### config.mk
export PLATFORM = sky130hd
export DESIGN_NAME = per_channel_auto_level_top
export DESIGN_NICKNAME = d
export VERILOG_FILES = /design/src/hw/rtl/pcal_pkg.sv /design/src/hw/rtl/per_channel_auto_level_top.sv /design/src/hw/rtl/pcal_stats.sv /design/src/hw/rtl/pcal_div.sv
export SDC_FILE = /design/constraint.sdc
export NUM_CORES = 1
export LEC_CHECK = 0
export BUFFER_PORTS_ARGS = -buffer_cell sky130_fd_sc_hd__buf_2
export CAP_MARGIN = 20
export CORE_ASPECT_RATIO = 0.6
export CORE_MARGIN = 3
export CORE_UTILIZATION = 35
export DETAILED_ROUTE_END_ITERATION = 16
export PLACE_DENSITY_LB_ADDON = 0.15
export SYNTH_ARGS = -nofsm -noshare
export SYNTH_HDL_FRONTEND = slang
export SYNTH_SLANG_ARGS = --single-unit
### constraint.sdc
create_clock -name clk -period 4 [get_ports clk]
set_input_delay 0.8 -clock clk [delete_from_list [all_inputs] [get_ports clk]]
set_output_delay 0.8 -clock clk [all_outputs]
set_load 0.005 [all_outputs]
### src/hw/rtl/pcal_pkg.sv
`default_nettype none

package pcal_pkg;

  localparam int unsigned NUM_CHAN  = 3;
  localparam int unsigned PIX_W     = 8;
  localparam int unsigned CNT_W     = 3;
  localparam logic [PIX_W-1:0] LEVEL_TOP = 8'd255;
  localparam logic [PIX_W-1:0] LEVEL_BOT = 8'd0;

  typedef enum logic {
    OP_GATHER = 1'b0,
    OP_APPLY  = 1'b1
  } op_t;

  typedef enum logic [1:0] {
    ST_IDLE,
    ST_RUN,
    ST_HOLD
  } state_t;

  // control from the sequencer to each channel divider
  typedef struct packed {
    logic load;
    logic step;
  } div_ctl_t;

endpackage

`default_nettype wire

### src/hw/rtl/per_channel_auto_level_top.sv
`default_nettype none

// per-channel auto level (min/max contrast stretch)
//
// input channel: in_valid / in_stall with op, frame_start, chan0..chan2.
//   op = gather: the pixel folds into the running per-channel min and max
//   in the beat's own cycle; frame_start restarts both from that pixel.
//   no output beat follows and the next beat may come in the next cycle.
//   op = apply: each channel is stretched as floor((p-min)*255/(max-min)),
//   flat or empty range passes through, values outside saturate.
// output channel: out_valid / out_stall with out0..out2, one beat per apply.
// divide: an apply beat is loaded into the three bit-serial dividers, whose
//   eight quotient steps end in the output register; in_stall is high
//   meanwhile, so no new beat is taken until the divide is done.
// the result sits in an output register, so a following beat is taken while
//   it waits; if the receiver stalls when a second result is done, the block
//   holds that result in the dividers and keeps in_stall high until the
//   output register frees up.
// reset: min resets to 255 and max to 0 in every channel, no beat pending.
module per_channel_auto_level_top (
  input  wire logic       clk,
  input  wire logic       rst,
  input  wire logic       in_valid,
  output logic            in_stall,
  input  wire logic       op,
  input  wire logic       frame_start,
  input  wire logic [7:0] chan0,
  input  wire logic [7:0] chan1,
  input  wire logic [7:0] chan2,
  output logic            out_valid,
  input  wire logic       out_stall,
  output logic      [7:0] out0,
  output logic      [7:0] out1,
  output logic      [7:0] out2
);

  localparam int unsigned NC = pcal_pkg::NUM_CHAN;
  localparam int unsigned PW = pcal_pkg::PIX_W;
  localparam int unsigned CW = pcal_pkg::CNT_W;

  pcal_pkg::state_t   state;
  pcal_pkg::state_t   state_next;
  logic [CW-1:0]      cnt;
  logic [CW-1:0]      cnt_next;
  pcal_pkg::div_ctl_t div_ctl;

  logic                     in_take;
  logic                     out_free;
  logic                     out_load_run;
  logic                     out_load_hold;
  logic [NC-1:0][PW-1:0]    pix;
  logic [NC-1:0][PW-1:0]    lo;
  logic [NC-1:0][PW-1:0]    hi;
  logic [NC-1:0][PW-1:0]    q;
  logic [NC-1:0][PW-1:0]    q_next;

  assign pix      = {chan2, chan1, chan0};
  assign in_take  = in_valid && !in_stall;
  // output register can take a new result this cycle
  assign out_free = !out_valid || !out_stall;

  // running min / max
  pcal_stats u_stats (
    .clk         (clk),
    .rst         (rst),
    .upd         (in_take && (op == pcal_pkg::OP_GATHER)),
    .frame_start (frame_start),
    .pix         (pix),
    .lo          (lo),
    .hi          (hi)
  );

  // one divider per channel
  for (genvar c = 0; c < NC; c++) begin : g_div
    pcal_div u_div (
      .clk    (clk),
      .rst    (rst),
      .ctl    (div_ctl),
      .pix    (pix[c]),
      .lo     (lo[c]),
      .hi     (hi[c]),
      .q      (q[c]),
      .q_next (q_next[c])
    );
  end

  // next state
  always_comb begin
    state_next = state;
    cnt_next   = cnt;
    case (state)
      pcal_pkg::ST_IDLE: begin
        if (in_take && (op == pcal_pkg::OP_APPLY)) begin
          state_next = pcal_pkg::ST_RUN;
          cnt_next   = {CW{1'b1}};
        end
      end
      pcal_pkg::ST_RUN: begin
        cnt_next = cnt - 1'b1;
        if (cnt == '0) begin
          state_next = out_free ? pcal_pkg::ST_IDLE : pcal_pkg::ST_HOLD;
        end
      end
      pcal_pkg::ST_HOLD: begin
        if (out_free) state_next = pcal_pkg::ST_IDLE;
      end
      default: begin
        state_next = pcal_pkg::ST_IDLE;
      end
    endcase
  end

  // outputs of the sequencer
  always_comb begin
    in_stall      = 1'b1;
    div_ctl       = '0;
    out_load_run  = 1'b0;
    out_load_hold = 1'b0;
    case (state)
      pcal_pkg::ST_IDLE: begin
        in_stall     = 1'b0;
        div_ctl.load = in_valid && (op == pcal_pkg::OP_APPLY);
      end
      pcal_pkg::ST_RUN: begin
        div_ctl.step = 1'b1;
        out_load_run = (cnt == '0) && out_free;
      end
      pcal_pkg::ST_HOLD: begin
        out_load_hold = out_free;
      end
      default: begin
        in_stall = 1'b1;
      end
    endcase
  end

  always_ff @(posedge clk) begin
    if (rst) begin
      state <= pcal_pkg::ST_IDLE;
      cnt   <= '0;
    end else begin
      state <= state_next;
      cnt   <= cnt_next;
    end
  end

  // output register
  always_ff @(posedge clk) begin
    if (rst) begin
      out_valid <= 1'b0;
    end else if (out_load_run || out_load_hold) begin
      out_valid <= 1'b1;
    end else if (!out_stall) begin
      out_valid <= 1'b0;
    end
  end

  always_ff @(posedge clk) begin
    if (out_load_run) begin
      out0 <= q_next[0];
      out1 <= q_next[1];
      out2 <= q_next[2];
    end else if (out_load_hold) begin
      out0 <= q[0];
      out1 <= q[1];
      out2 <= q[2];
    end
  end

endmodule

`default_nettype wire

### src/hw/rtl/pcal_stats.sv
`default_nettype none

module pcal_stats (
  input  wire logic                                                  clk,
  input  wire logic                                                  rst,
  input  wire logic                                                  upd,
  input  wire logic                                                  frame_start,
  input  wire logic [pcal_pkg::NUM_CHAN-1:0][pcal_pkg::PIX_W-1:0]    pix,
  output logic      [pcal_pkg::NUM_CHAN-1:0][pcal_pkg::PIX_W-1:0]    lo,
  output logic      [pcal_pkg::NUM_CHAN-1:0][pcal_pkg::PIX_W-1:0]    hi
);

  logic [pcal_pkg::NUM_CHAN-1:0][pcal_pkg::PIX_W-1:0] lo_next;
  logic [pcal_pkg::NUM_CHAN-1:0][pcal_pkg::PIX_W-1:0] hi_next;

  always_comb begin
    lo_next = lo;
    hi_next = hi;
    for (int c = 0; c < pcal_pkg::NUM_CHAN; c++) begin
      if (upd) begin
        if (frame_start) begin
          lo_next[c] = pix[c];
          hi_next[c] = pix[c];
        end else begin
          if (pix[c] < lo[c]) lo_next[c] = pix[c];
          if (pix[c] > hi[c]) hi_next[c] = pix[c];
        end
      end
    end
  end

  always_ff @(posedge clk) begin
    if (rst) begin
      for (int c = 0; c < pcal_pkg::NUM_CHAN; c++) begin
        lo[c] <= pcal_pkg::LEVEL_TOP;
        hi[c] <= pcal_pkg::LEVEL_BOT;
      end
    end else begin
      lo <= lo_next;
      hi <= hi_next;
    end
  end

endmodule

`default_nettype wire

### src/hw/rtl/pcal_div.sv
`default_nettype none

// one channel: bit-serial restoring divide of (p-lo)*255 by (hi-lo)
module pcal_div (
  input  wire logic                       clk,
  input  wire logic                       rst,
  input  wire pcal_pkg::div_ctl_t         ctl,
  input  wire logic [pcal_pkg::PIX_W-1:0] pix,
  input  wire logic [pcal_pkg::PIX_W-1:0] lo,
  input  wire logic [pcal_pkg::PIX_W-1:0] hi,
  output logic      [pcal_pkg::PIX_W-1:0] q,
  output logic      [pcal_pkg::PIX_W-1:0] q_next
);

  localparam int unsigned W = pcal_pkg::PIX_W;

  logic           dividing;
  logic [W-1:0]   rem;
  logic [W-1:0]   num_lo;
  logic [W-1:0]   span;

  logic [W-1:0]   diff;
  logic [2*W-1:0] num;
  logic [W:0]     trial;
  logic [W:0]     trial_sub;
  logic           ge;

  // setup: numerator is diff*255 = (diff << 8) - diff
  assign diff = pix - lo;
  assign num  = {diff, {W{1'b0}}} - {{W{1'b0}}, diff};

  // one quotient bit per step
  assign trial     = {rem, num_lo[W-1]};
  assign trial_sub = trial - {1'b0, span};
  assign ge        = (trial >= {1'b0, span});
  assign q_next    = dividing ? {q[W-2:0], ge} : q;

  always_ff @(posedge clk) begin
    if (rst) begin
      dividing <= 1'b0;
    end else if (ctl.load) begin
      dividing <= (hi > lo) && (pix > lo) && (pix < hi);
    end
  end

  always_ff @(posedge clk) begin
    if (ctl.load) begin
      span   <= hi - lo;
      rem    <= num[2*W-1:W];
      num_lo <= num[W-1:0];
      if (hi <= lo) begin
        q <= pix;
      end else if (pix <= lo) begin
        q <= pcal_pkg::LEVEL_BOT;
      end else if (pix >= hi) begin
        q <= pcal_pkg::LEVEL_TOP;
      end else begin
        q <= pcal_pkg::LEVEL_BOT;
      end
    end else if (ctl.step && dividing) begin
      rem    <= ge ? trial_sub[W-1:0] : trial[W-1:0];
      num_lo <= {num_lo[W-2:0], 1'b0};
      q      <= q_next;
    end
  end

endmodule

`default_nettype wire

==> impl_metrics.env, run 1 <==
export IMPL_synth_compound_area_share_pct=16.9
export IMPL_ctsHoldBuffers=0
export IMPL_setup_tns_ns=0
export IMPL_criticalPathCategory="in -> reg"
export IMPL_routedWlPerCell_um=17.3
export IMPL_cts_sinks=177
export IMPL_fmax_mhz=305
export IMPL_area_growth_pct=11.4
export IMPL_route_met2_wl_um=10200
export IMPL_ys_ff_latch=177
export IMPL_clk_latency_ns=0.44
export IMPL_io_buffer_count=55
export IMPL_cts_resized_gates=0
export IMPL_first_pass_iters=5
export IMPL_cts_tree="done"
export IMPL_maxCapViolCount=0
export IMPL_critPathArrivalTime_ns=3.56
export IMPL_status="finished, final reports clean"
export IMPL_antenna_found_initial=0
export IMPL_cp_max_fo=5
export IMPL_period_needed_ns=3.28
export IMPL_start_util_pct=36.2
export IMPL_rsz0062_at_grt="no"
export IMPL_min_delay_path_class="reg -> reg"
export IMPL_antenna_cells=0
export IMPL_core_um2=33100
export IMPL_antenna_left=0
export IMPL_wl_met3_um=1280
export IMPL_synth_simple_area_share_pct=14.0
export IMPL_avgSynthCellArea_um2=9.84
export IMPL_start_kind="input pin"
export IMPL_track_usage_pct=16.8
export IMPL_hold_worst_slack_ns=0.475
export IMPL_grt_pass1_wl_um=48000
export IMPL_drv_slew=0
export IMPL_nNetsFinal=1408
export IMPL_drtIter0Drc=674
export IMPL_highest_layer="met4"
export IMPL_critPathLaunch="chan2[0]"
export IMPL_grt_start_max_net_pins=57
export IMPL_synthFlopType="edfxtp_1"
export IMPL_clockRootBuffer="clkbuf_16"
export IMPL_route_detailed_drc=0
export IMPL_period_share_pct=81.9
export IMPL_die_h_um=149
export IMPL_htree_levels=4
export IMPL_grt_pass1_vias=8447
export IMPL_maxSlewHeadroom_pct=27.9
export IMPL_gp_congestion=0.841
export IMPL_synth_top_family_by_area="compound AO/OA/AOI/OAI gates"
export IMPL_drive_gt1_share_pct=13.8
export IMPL_synth_edf_count=120
export IMPL_ys_seq_area_share_pct=39.6
export IMPL_via_per_inst=5.19
export IMPL_wl_um=29900
export IMPL_async_flop_share_pct=0
export IMPL_cts_buffer_depth=2
export IMPL_leakage_nw=5.49
export IMPL_rows=51
export IMPL_final_common_cell="edfxtp_1"
export IMPL_r2r_start="u_stats.hi[16]"
export IMPL_muxShareOfSynthArea_pct=8.15
export IMPL_powerDensity_nw_per_um2=377
export IMPL_fin_util_pct=40.4
export IMPL_cts_inserted_buffers=17
export IMPL_vdd_drop_max_mv=0.293
export IMPL_report_final_setup_viol=0
export IMPL_worstHoldStart="u_stats.lo[11]"
export IMPL_hold_viol=0
export IMPL_synth_distinct_cells=83
export IMPL_syn_nets=1360
export IMPL_ys_warn_count=0
export IMPL_syn_area_um2=12000
export IMPL_fin_skew_ns=0.0139
export IMPL_die_w_um=245
export IMPL_p_total_mw=5.03
export IMPL_wl_met1_um=18300
export IMPL_synthXorXnorAreaFrac_pct=4.22
export IMPL_crit_required_ns=4.28
export IMPL_dp_hpwl_um=22700
export IMPL_die_area_um2=36500
export IMPL_overflow=0
export IMPL_io_pins=56
export IMPL_synthAdderAreaFrac_pct=12.4
export IMPL_worst_pin_slew_ns=1.08
export IMPL_synth_cells=1217
export IMPL_vias=8965
export IMPL_clk_pin_slew_ns=0.07
export IMPL_layout_common_cells="edfxtp_1 (120), nand2_1 (117), ha_1 (104)"
export IMPL_post_cts_setup_buffers=0
export IMPL_endpoint_kind="flip-flop"
worst max-delay path, stage by stage:
cell,delay [ns]
buf_2,0.12
inv_1,0.10
ha_1,0.17
inv_1,0.05
fa_1,0.40
a211oi_1,0.45
o21bai_1,0.16
a21oi_2,0.20
xor2_1,0.39
nand2_1,0.20
or3_1,0.34
a31oi_1,0.16
cells by family (layout without fill, tap and decap cells):
group           count (synthesis)  after routing
compound gates                287            287
fa+ha+maj                     113            113
buf+inv                       144            205
xor+xnor                       56             56
mux                            92             92
flops                         177            177
simple gates                  348            348
final timing paths:
kind	slack (ns)	cells past startpoint	endpoint
worst max-delay path	0.72	12	g_div[2].u_div.rem[0]
worst min-delay path	0.48	2	u_stats.lo[11]
worst max register to register	0.82	10	g_div[2].u_div.q[5]
worst min register to register	0.48	2	u_stats.lo[11]
layout make-up:
| type | instances | area [um2] |
|---|---|---|
| clock inverters | 11 | 73.8 |
| well taps | 450 | 563 |
| fillers | 3336 | 19700 |
| repair buffers | 70 | 400 |
| multi-input cells | 896 | 6680 |
| flip-flops and latches | 177 | 4740 |
| clock buffers | 21 | 493 |
| inverters | 103 | 387 |
layer usage:
layer	vias up	global-route usage (%)
met5	-	0
met4	0	3.10
met3	11	2.71
met2	192	19.8
met1	4223	29.8
li1	4539	-
power by group:
group	leakage [nW]	internal [mW]	switching (mW)
sequential	1.58	2.10	0.0649
clock	0.278	0.887	0.742
combinational	3.62	0.502	0.735
total	5.49	3.49	1.54
cells in the mapped netlist, types with 3 or more instances:
cell	n	area [um2]
o22ai_1	6	37.5
a22oi_1	4	30.0
o31ai_1	5	37.5
nand2_1	117	439
o21a_1	21	158
buf_1	3	11.3
nand2b_1	14	87.6
o221a_2	10	113
a211oi_1	16	120
a21boi_1	4	30.0
a221o_1	14	140
buf_6	3	33.8
nor2_1	87	327
edfxtp_1	120	3600
fa_1	9	180
xnor2_1	36	315
and4_1	5	43.8
mux2_2	43	484
a211o_1	4	35.0
mux2i_1	48	480
o21bai_1	4	30.0
clkbuf_1	32	120
o31a_1	5	43.8
a21o_1	17	128
or3_1	4	25.0
nand4_1	24	150
nand3_1	15	75.1
ha_1	104	1300
and2_1	3	18.8
o211ai_1	8	60.1
o21ai_1	43	215
xor2_1	18	158
a21oi_1	54	270
dfxtp_1	57	1140
o21ai_0	31	155
a31oi_1	8	50.1
nor2b_1	36	225
a311oi_1	3	26.3
inv_1	101	379
nor3b_1	3	22.5
and3_1	3	18.8
nor3_1	21	105
through the flow:
stage          setup slack [ns]  cells  instance area, um2
2_1_floorplan             0.674   1217               12000
3_3_place_gp              0.317   1695               12800
3_5_place_dp              0.313   1695               12800
4_1_cts                   0.762   1727               13300
5_1_grt                   0.473   1728               13300
6_report                  0.723   1728               13300
registers in the layout, summed over array words and instances, names as in the netlist:
name,cells
cnt,3
out2,8
g_div.u_div.dividing,3
out0,8
u_stats.hi,24
g_div.u_div.q,24
g_div.u_div.num_lo,24
out1,8
u_stats.lo,24
g_div.u_div.rem,24
out_valid,1
g_div.u_div.span,24
state,2
No activity file was read; power rests on OpenSTA's default activity.
==> run 2: changes to the inputs <==
- clock period: 4 -> 3.42 ns (I/O delays scaled with it)
==> run 2 against run 1 <==
Hold slack worse by 0.0011 ns. Wire length grew 3.6%. Clock-buffer cell count down 2. Design area grew 1.8%. Combinational power is 22% higher. Sequential power is 17% higher. Register-to-register slack got worse by 0.45 ns. Worst setup slack got worse by 0.42 ns. Global-route usage rose by 0.46 points. Critical path type unchanged. Critical endpoint is now g_div[2].u_div.rem[5]. Largest power group unchanged. Highest routed layer unchanged.
==> impl_metrics.env, run 2 (synthesized netlist as in run 1, its figures left out) <==
export IMPL_die_w_um=245
export IMPL_cp_top_family="compound AO/OA/AOI/OAI gates"
export IMPL_powerDensity_nw_per_um2=436
export IMPL_cp_num_cells=12
export IMPL_core_um2=33100
export IMPL_dp_hpwl_um=23700
export IMPL_final_common_cell="edfxtp_1"
export IMPL_clk_latency_ns=0.44
export IMPL_status="finished, final reports clean"
export IMPL_critPathArrivalTime_ns=3.31
export IMPL_min_delay_path_class="reg -> reg"
export IMPL_rr_endpoint="g_div[2].u_div.rem[5]"
export IMPL_area_growth_pct=13.4
export IMPL_p_total_mw=5.91
export IMPL_leakage_nw=5.64
export IMPL_track_usage_pct=17.3
export IMPL_critPathLaunch="chan2[0]"
export IMPL_ctsHoldBuffers=0
export IMPL_layout_common_cells="edfxtp_1 (120), nand2_1 (117), ha_1 (104)"
export IMPL_place_area_um2=13000
export IMPL_drv_slew=0
export IMPL_routedWlPerCell_um=17.6
export IMPL_cp_max_fo=3
export IMPL_critPathMaxStageDelay_ns=0.47
export IMPL_fin_skew_ns=0.0167
export IMPL_hold_viol=0
export IMPL_cts_sinks=177
export IMPL_fillCellCount=3337
export IMPL_clk_pin_slew_ns=0.07
export IMPL_post_cts_setup_buffers=0
export IMPL_cts_buffer_depth=2
export IMPL_rsz0062_at_grt="no"
export IMPL_wl_um=30900
export IMPL_cts_inserted_buffers=17
export IMPL_vdd_drop_max_mv=0.279
export IMPL_rrSetupSlack_ns=0.37
export IMPL_vias=9211
export IMPL_design_area_um2=13600
export IMPL_route_detailed_drc=0
export IMPL_rr_worst_depth=10
export IMPL_setup_tns_ns=0
export IMPL_criticalPathCategory="in -> reg"
export IMPL_first_pass_iters=5
export IMPL_start_kind="input pin"
export IMPL_fin_cells=1760
export IMPL_antenna_found_initial=0
export IMPL_antenna_left=0
export IMPL_fmax_mhz=321
export IMPL_io_buffer_count=55
export IMPL_grt_pass1_vias=8574
export IMPL_grt_pass1_wl_um=49400
export IMPL_period_needed_ns=3.12
export IMPL_die_area_um2=36500
export IMPL_report_final_setup_viol=0
export IMPL_io_pins=56
export IMPL_overflow=0
export IMPL_r2r_start="u_stats.lo[16]"
export IMPL_die_h_um=149
export IMPL_nNetsFinal=1440
export IMPL_start_util_pct=36.2
export IMPL_endpoint="g_div[2].u_div.rem[5]"
export IMPL_drtIter0Drc=745
export IMPL_endpoint_kind="flip-flop"
export IMPL_htree_levels=4
export IMPL_cp_slowest_cell="a211oi_1"
export IMPL_rows=51
export IMPL_grt_start_max_net_pins=43
export IMPL_dp_cells=1726
export IMPL_period_share_pct=91.2
export IMPL_drive_gt1_share_pct=16.0
export IMPL_worst_pin_slew_ns=0.931
export IMPL_antenna_cells=0
export IMPL_cts_tree="done"
export IMPL_maxSlewHeadroom_pct=37.9
export IMPL_cts_resized_gates=0
export IMPL_via_per_inst=5.23
export IMPL_critPathBufInv=4
export IMPL_cp_cell_sequence="buf_2, inv_1, ha_1, inv_1, fa_1, a211oi_1, nor2_1, xor2_1, nor3_1, buf_4, nor2_1, o31a_1"
export IMPL_clockRootBuffer="clkbuf_16"
export IMPL_maxCapViolCount=0
export IMPL_crit_required_ns=3.61
export IMPL_gp_congestion=0.853
-- run 2: worst min-delay path by stage --
| stage | end | depth (start not counted) | startpoint | slack [ns] |
|---|---|---|---|---|
| detailed placement | u_stats.lo[12] | 2 | u_stats.lo[12] | 0.46 |
| CTS | u_stats.lo[12] | 2 | u_stats.lo[12] | 0.48 |
| finish | u_stats.lo[14] | 2 | u_stats.lo[14] | 0.47 |
| global route | u_stats.lo[15] | 2 | u_stats.lo[15] | 0.50 |
| global placement | u_stats.lo[20] | 2 | u_stats.lo[20] | 0.46 |
| floorplan | cnt[0] | 1 | cnt[0] | 0.44 |
-- run 2: worst min-delay path, cell delays in order, from the launching register on --
cell and delay, ns:
dfxtp_1 0.33, mux2i_1 0.07, nand2_1 0.06
-- run 2: power breakdown --
group | internal [mW] | switching, mW | total [mW]
sequential | 2.46 | 0.0771 | 2.53
combinational | 0.631 | 0.877 | 1.51
clock | 0.984 | 0.887 | 1.87
-- run 2: area by class of cell --
class / instances / area, um2 / share of cell area [%]
clock inverters: 13 / 98.8 / 0.728
inverters: 103 / 387 / 2.85
multi-input cells: 896 / 6680 / 49.2
repair buffers: 102 / 651 / 4.79
clock buffers: 19 / 454 / 3.35
flip-flops and latches: 177 / 4740 / 35.0
well taps: 450 / 563 / 4.15
-- run 2: per-stage QoR --
stage | hold slack [ns] | setup slack [ns] | util (%)
after CTS | 0.479 | 0.199 | 41.0
after detailed placement | 0.460 | -0.0709 | 39.4
after floorplan | 0.443 | 0.210 | -
after global placement | 0.455 | -0.0171 | 39.4
final | 0.474 | 0.302 | 41.1
after global routing | 0.495 | 0.180 | 41.1
-- run 2: metal layers --
layer | part of all wire, % | GRT usage (%) | wire (um) | up-vias
li1 | - | - | - | 4609
met1 | 60 | 30.4 | 18600 | 4372
met2 | 34 | 20.3 | 10600 | 219
met3 | 4.9 | 2.95 | 1510 | 11
met4 | 0.51 | 3.60 | 159 | 0
met5 | 0 | 0 | 0 | -
==> run 3: changes to the inputs <==
- clock period: 3.42 -> 3.9 ns (I/O delays scaled with it)
==> run 3 against run 2 <==
Flip-flop and latch count unchanged. Global-route usage down 0.33 points. Total power decreased by 12%. Non-clock buffer count shrank 29. Worst setup slack improved by 0.24 ns. Wire length fell by 2.2%. Sequential power is 12% lower. First-iteration DRC count shrank 12%. Clock power fell by 9%. Critical path depth did not move. Critical endpoint is now g_div[2].u_div.rem[0]. Largest power group unchanged.
==> impl_metrics.env, run 3 (synthesized netlist as in run 1, its figures left out) <==
export IMPL_core_um2=33100
export IMPL_endpoint_kind="flip-flop"
export IMPL_dp_cells=1698
export IMPL_vias=9027
export IMPL_setup_tns_ns=0
export IMPL_htree_levels=4
export IMPL_cts_sinks=177
export IMPL_critPathArrivalTime_ns=3.64
export IMPL_min_delay_path_class="reg -> reg"
export IMPL_clk_pin_slew_ns=0.07
export IMPL_io_pins=56
export IMPL_io_buffer_count=55
export IMPL_route_detailed_drc=0
export IMPL_report_final_setup_viol=0
export IMPL_ctsHoldBuffers=0
export IMPL_layout_common_cells="edfxtp_1 (120), nand2_1 (117), ha_1 (104)"
export IMPL_vdd_drop_max_mv=0.294
export IMPL_maxSlewHeadroom_pct=27.2
export IMPL_place_area_um2=12800
export IMPL_start_kind="input pin"
export IMPL_crit_required_ns=4.18
export IMPL_die_area_um2=36500
export IMPL_post_cts_setup_buffers=0
export IMPL_rsz0062_at_grt="no"
export IMPL_cts_inserted_buffers=17
export IMPL_intPower_mw=3.61
export IMPL_dp_hpwl_um=22900
export IMPL_period_share_pct=86.0
export IMPL_hold_viol=0
export IMPL_worst_pin_slew_ns=1.09
export IMPL_cts_resized_gates=0
export IMPL_rows=51
export IMPL_grt_start_max_net_pins=57
export IMPL_first_pass_iters=5
export IMPL_drv_slew=0
export IMPL_drtIter0Drc=652
export IMPL_cts_buffer_depth=2
export IMPL_track_usage_pct=16.9
export IMPL_gp_congestion=0.844
export IMPL_p_comb_share_pct=24.6
export IMPL_nNetsFinal=1411
export IMPL_antenna_left=0
export IMPL_die_w_um=245
export IMPL_criticalPathCategory="in -> reg"
export IMPL_start_util_pct=36.2
export IMPL_clk_latency_ns=0.44
export IMPL_sw_frac_of_total_pct=30.7
export IMPL_cts_tree="done"
export IMPL_cp_max_fo=5
export IMPL_status="finished, final reports clean"
export IMPL_p_total_mw=5.21
export IMPL_design_area_um2=13400
export IMPL_antenna_cells=0
export IMPL_period_needed_ns=3.35
export IMPL_overflow=0
export IMPL_maxCapViolCount=0
export IMPL_power_share_clock_pct=32.8
export IMPL_powerDensity_nw_per_um2=390
export IMPL_clockRootBuffer="clkbuf_16"
export IMPL_die_h_um=149
export IMPL_sequentialPowerShare_pct=42.6
export IMPL_power_switching_mw=1.60
export IMPL_leakage_nw=5.51
export IMPL_grt_pass1_wl_um=48600
export IMPL_wl_um=30300
export IMPL_fmax_mhz=298
export IMPL_fin_cells=1731
export IMPL_area_growth_pct=11.6
export IMPL_fin_skew_ns=0.0126
export IMPL_via_per_inst=5.21
export IMPL_final_common_cell="edfxtp_1"
export IMPL_grt_pass1_vias=8434
export IMPL_antenna_found_initial=0
export IMPL_routedWlPerCell_um=17.5
export IMPL_drive_gt1_share_pct=13.9
-- run 3: critical path, stage by stage --
cell and delay [ns]:
buf_2 0.12, inv_1 0.10, ha_1 0.17, inv_1 0.05, fa_1 0.40, a211oi_1 0.52
o21bai_1 0.18, a21oi_2 0.21, xor2_1 0.41, nand2_1 0.20, or3_1 0.34, a31oi_1 0.16
-- run 3: power by group through the flow --
stage	clock network (mW)	logic, mW	registers [mW]
final	1.71	1.28	2.22
after global routing	1.84	1.44	2.23
after CTS	1.75	1.27	2.22
after detailed placement	0	1.26	2.26
after global placement	0	1.26	2.26
after floorplan	0	0.929	2.24
-- run 3: layout make-up --
type / instances / area (um2)
clock inverters: 11 / 100
repair buffers: 73 / 423
multi-input cells: 896 / 6680
fillers: 3324 / 19700
inverters: 103 / 387
well taps: 450 / 563
flip-flops and latches: 177 / 4740
clock buffers: 21 / 472
-- run 3: per-stage QoR --
step                utilization, %  setup WS [ns]  hold slack (ns)
floorplan                        -          0.594            0.443
global placement              38.7          0.242            0.458
detailed placement            38.7          0.197            0.462
CTS                           40.4          0.656            0.478
global route                  40.4          0.315            0.504
finish                        40.4          0.546            0.476
-- run 3: path summary, 6_finish.rpt --
kind	startpoint	endpoint	slack (ns)	depth (start not counted)
min	cnt[0]	cnt[0]	0.48	1
min reg2reg	cnt[0]	cnt[0]	0.48	1
max reg2reg	u_stats.hi[16]	g_div[2].u_div.q[2]	0.61	10
max	chan2[0]	g_div[2].u_div.rem[0]	0.55	12
-- run 3: layer usage --
layer	global-route usage, %	wire length [um]
met5	0	0
met1	30.0	18200
met3	2.84	1400
met4	2.83	175
met2	20.1	10500
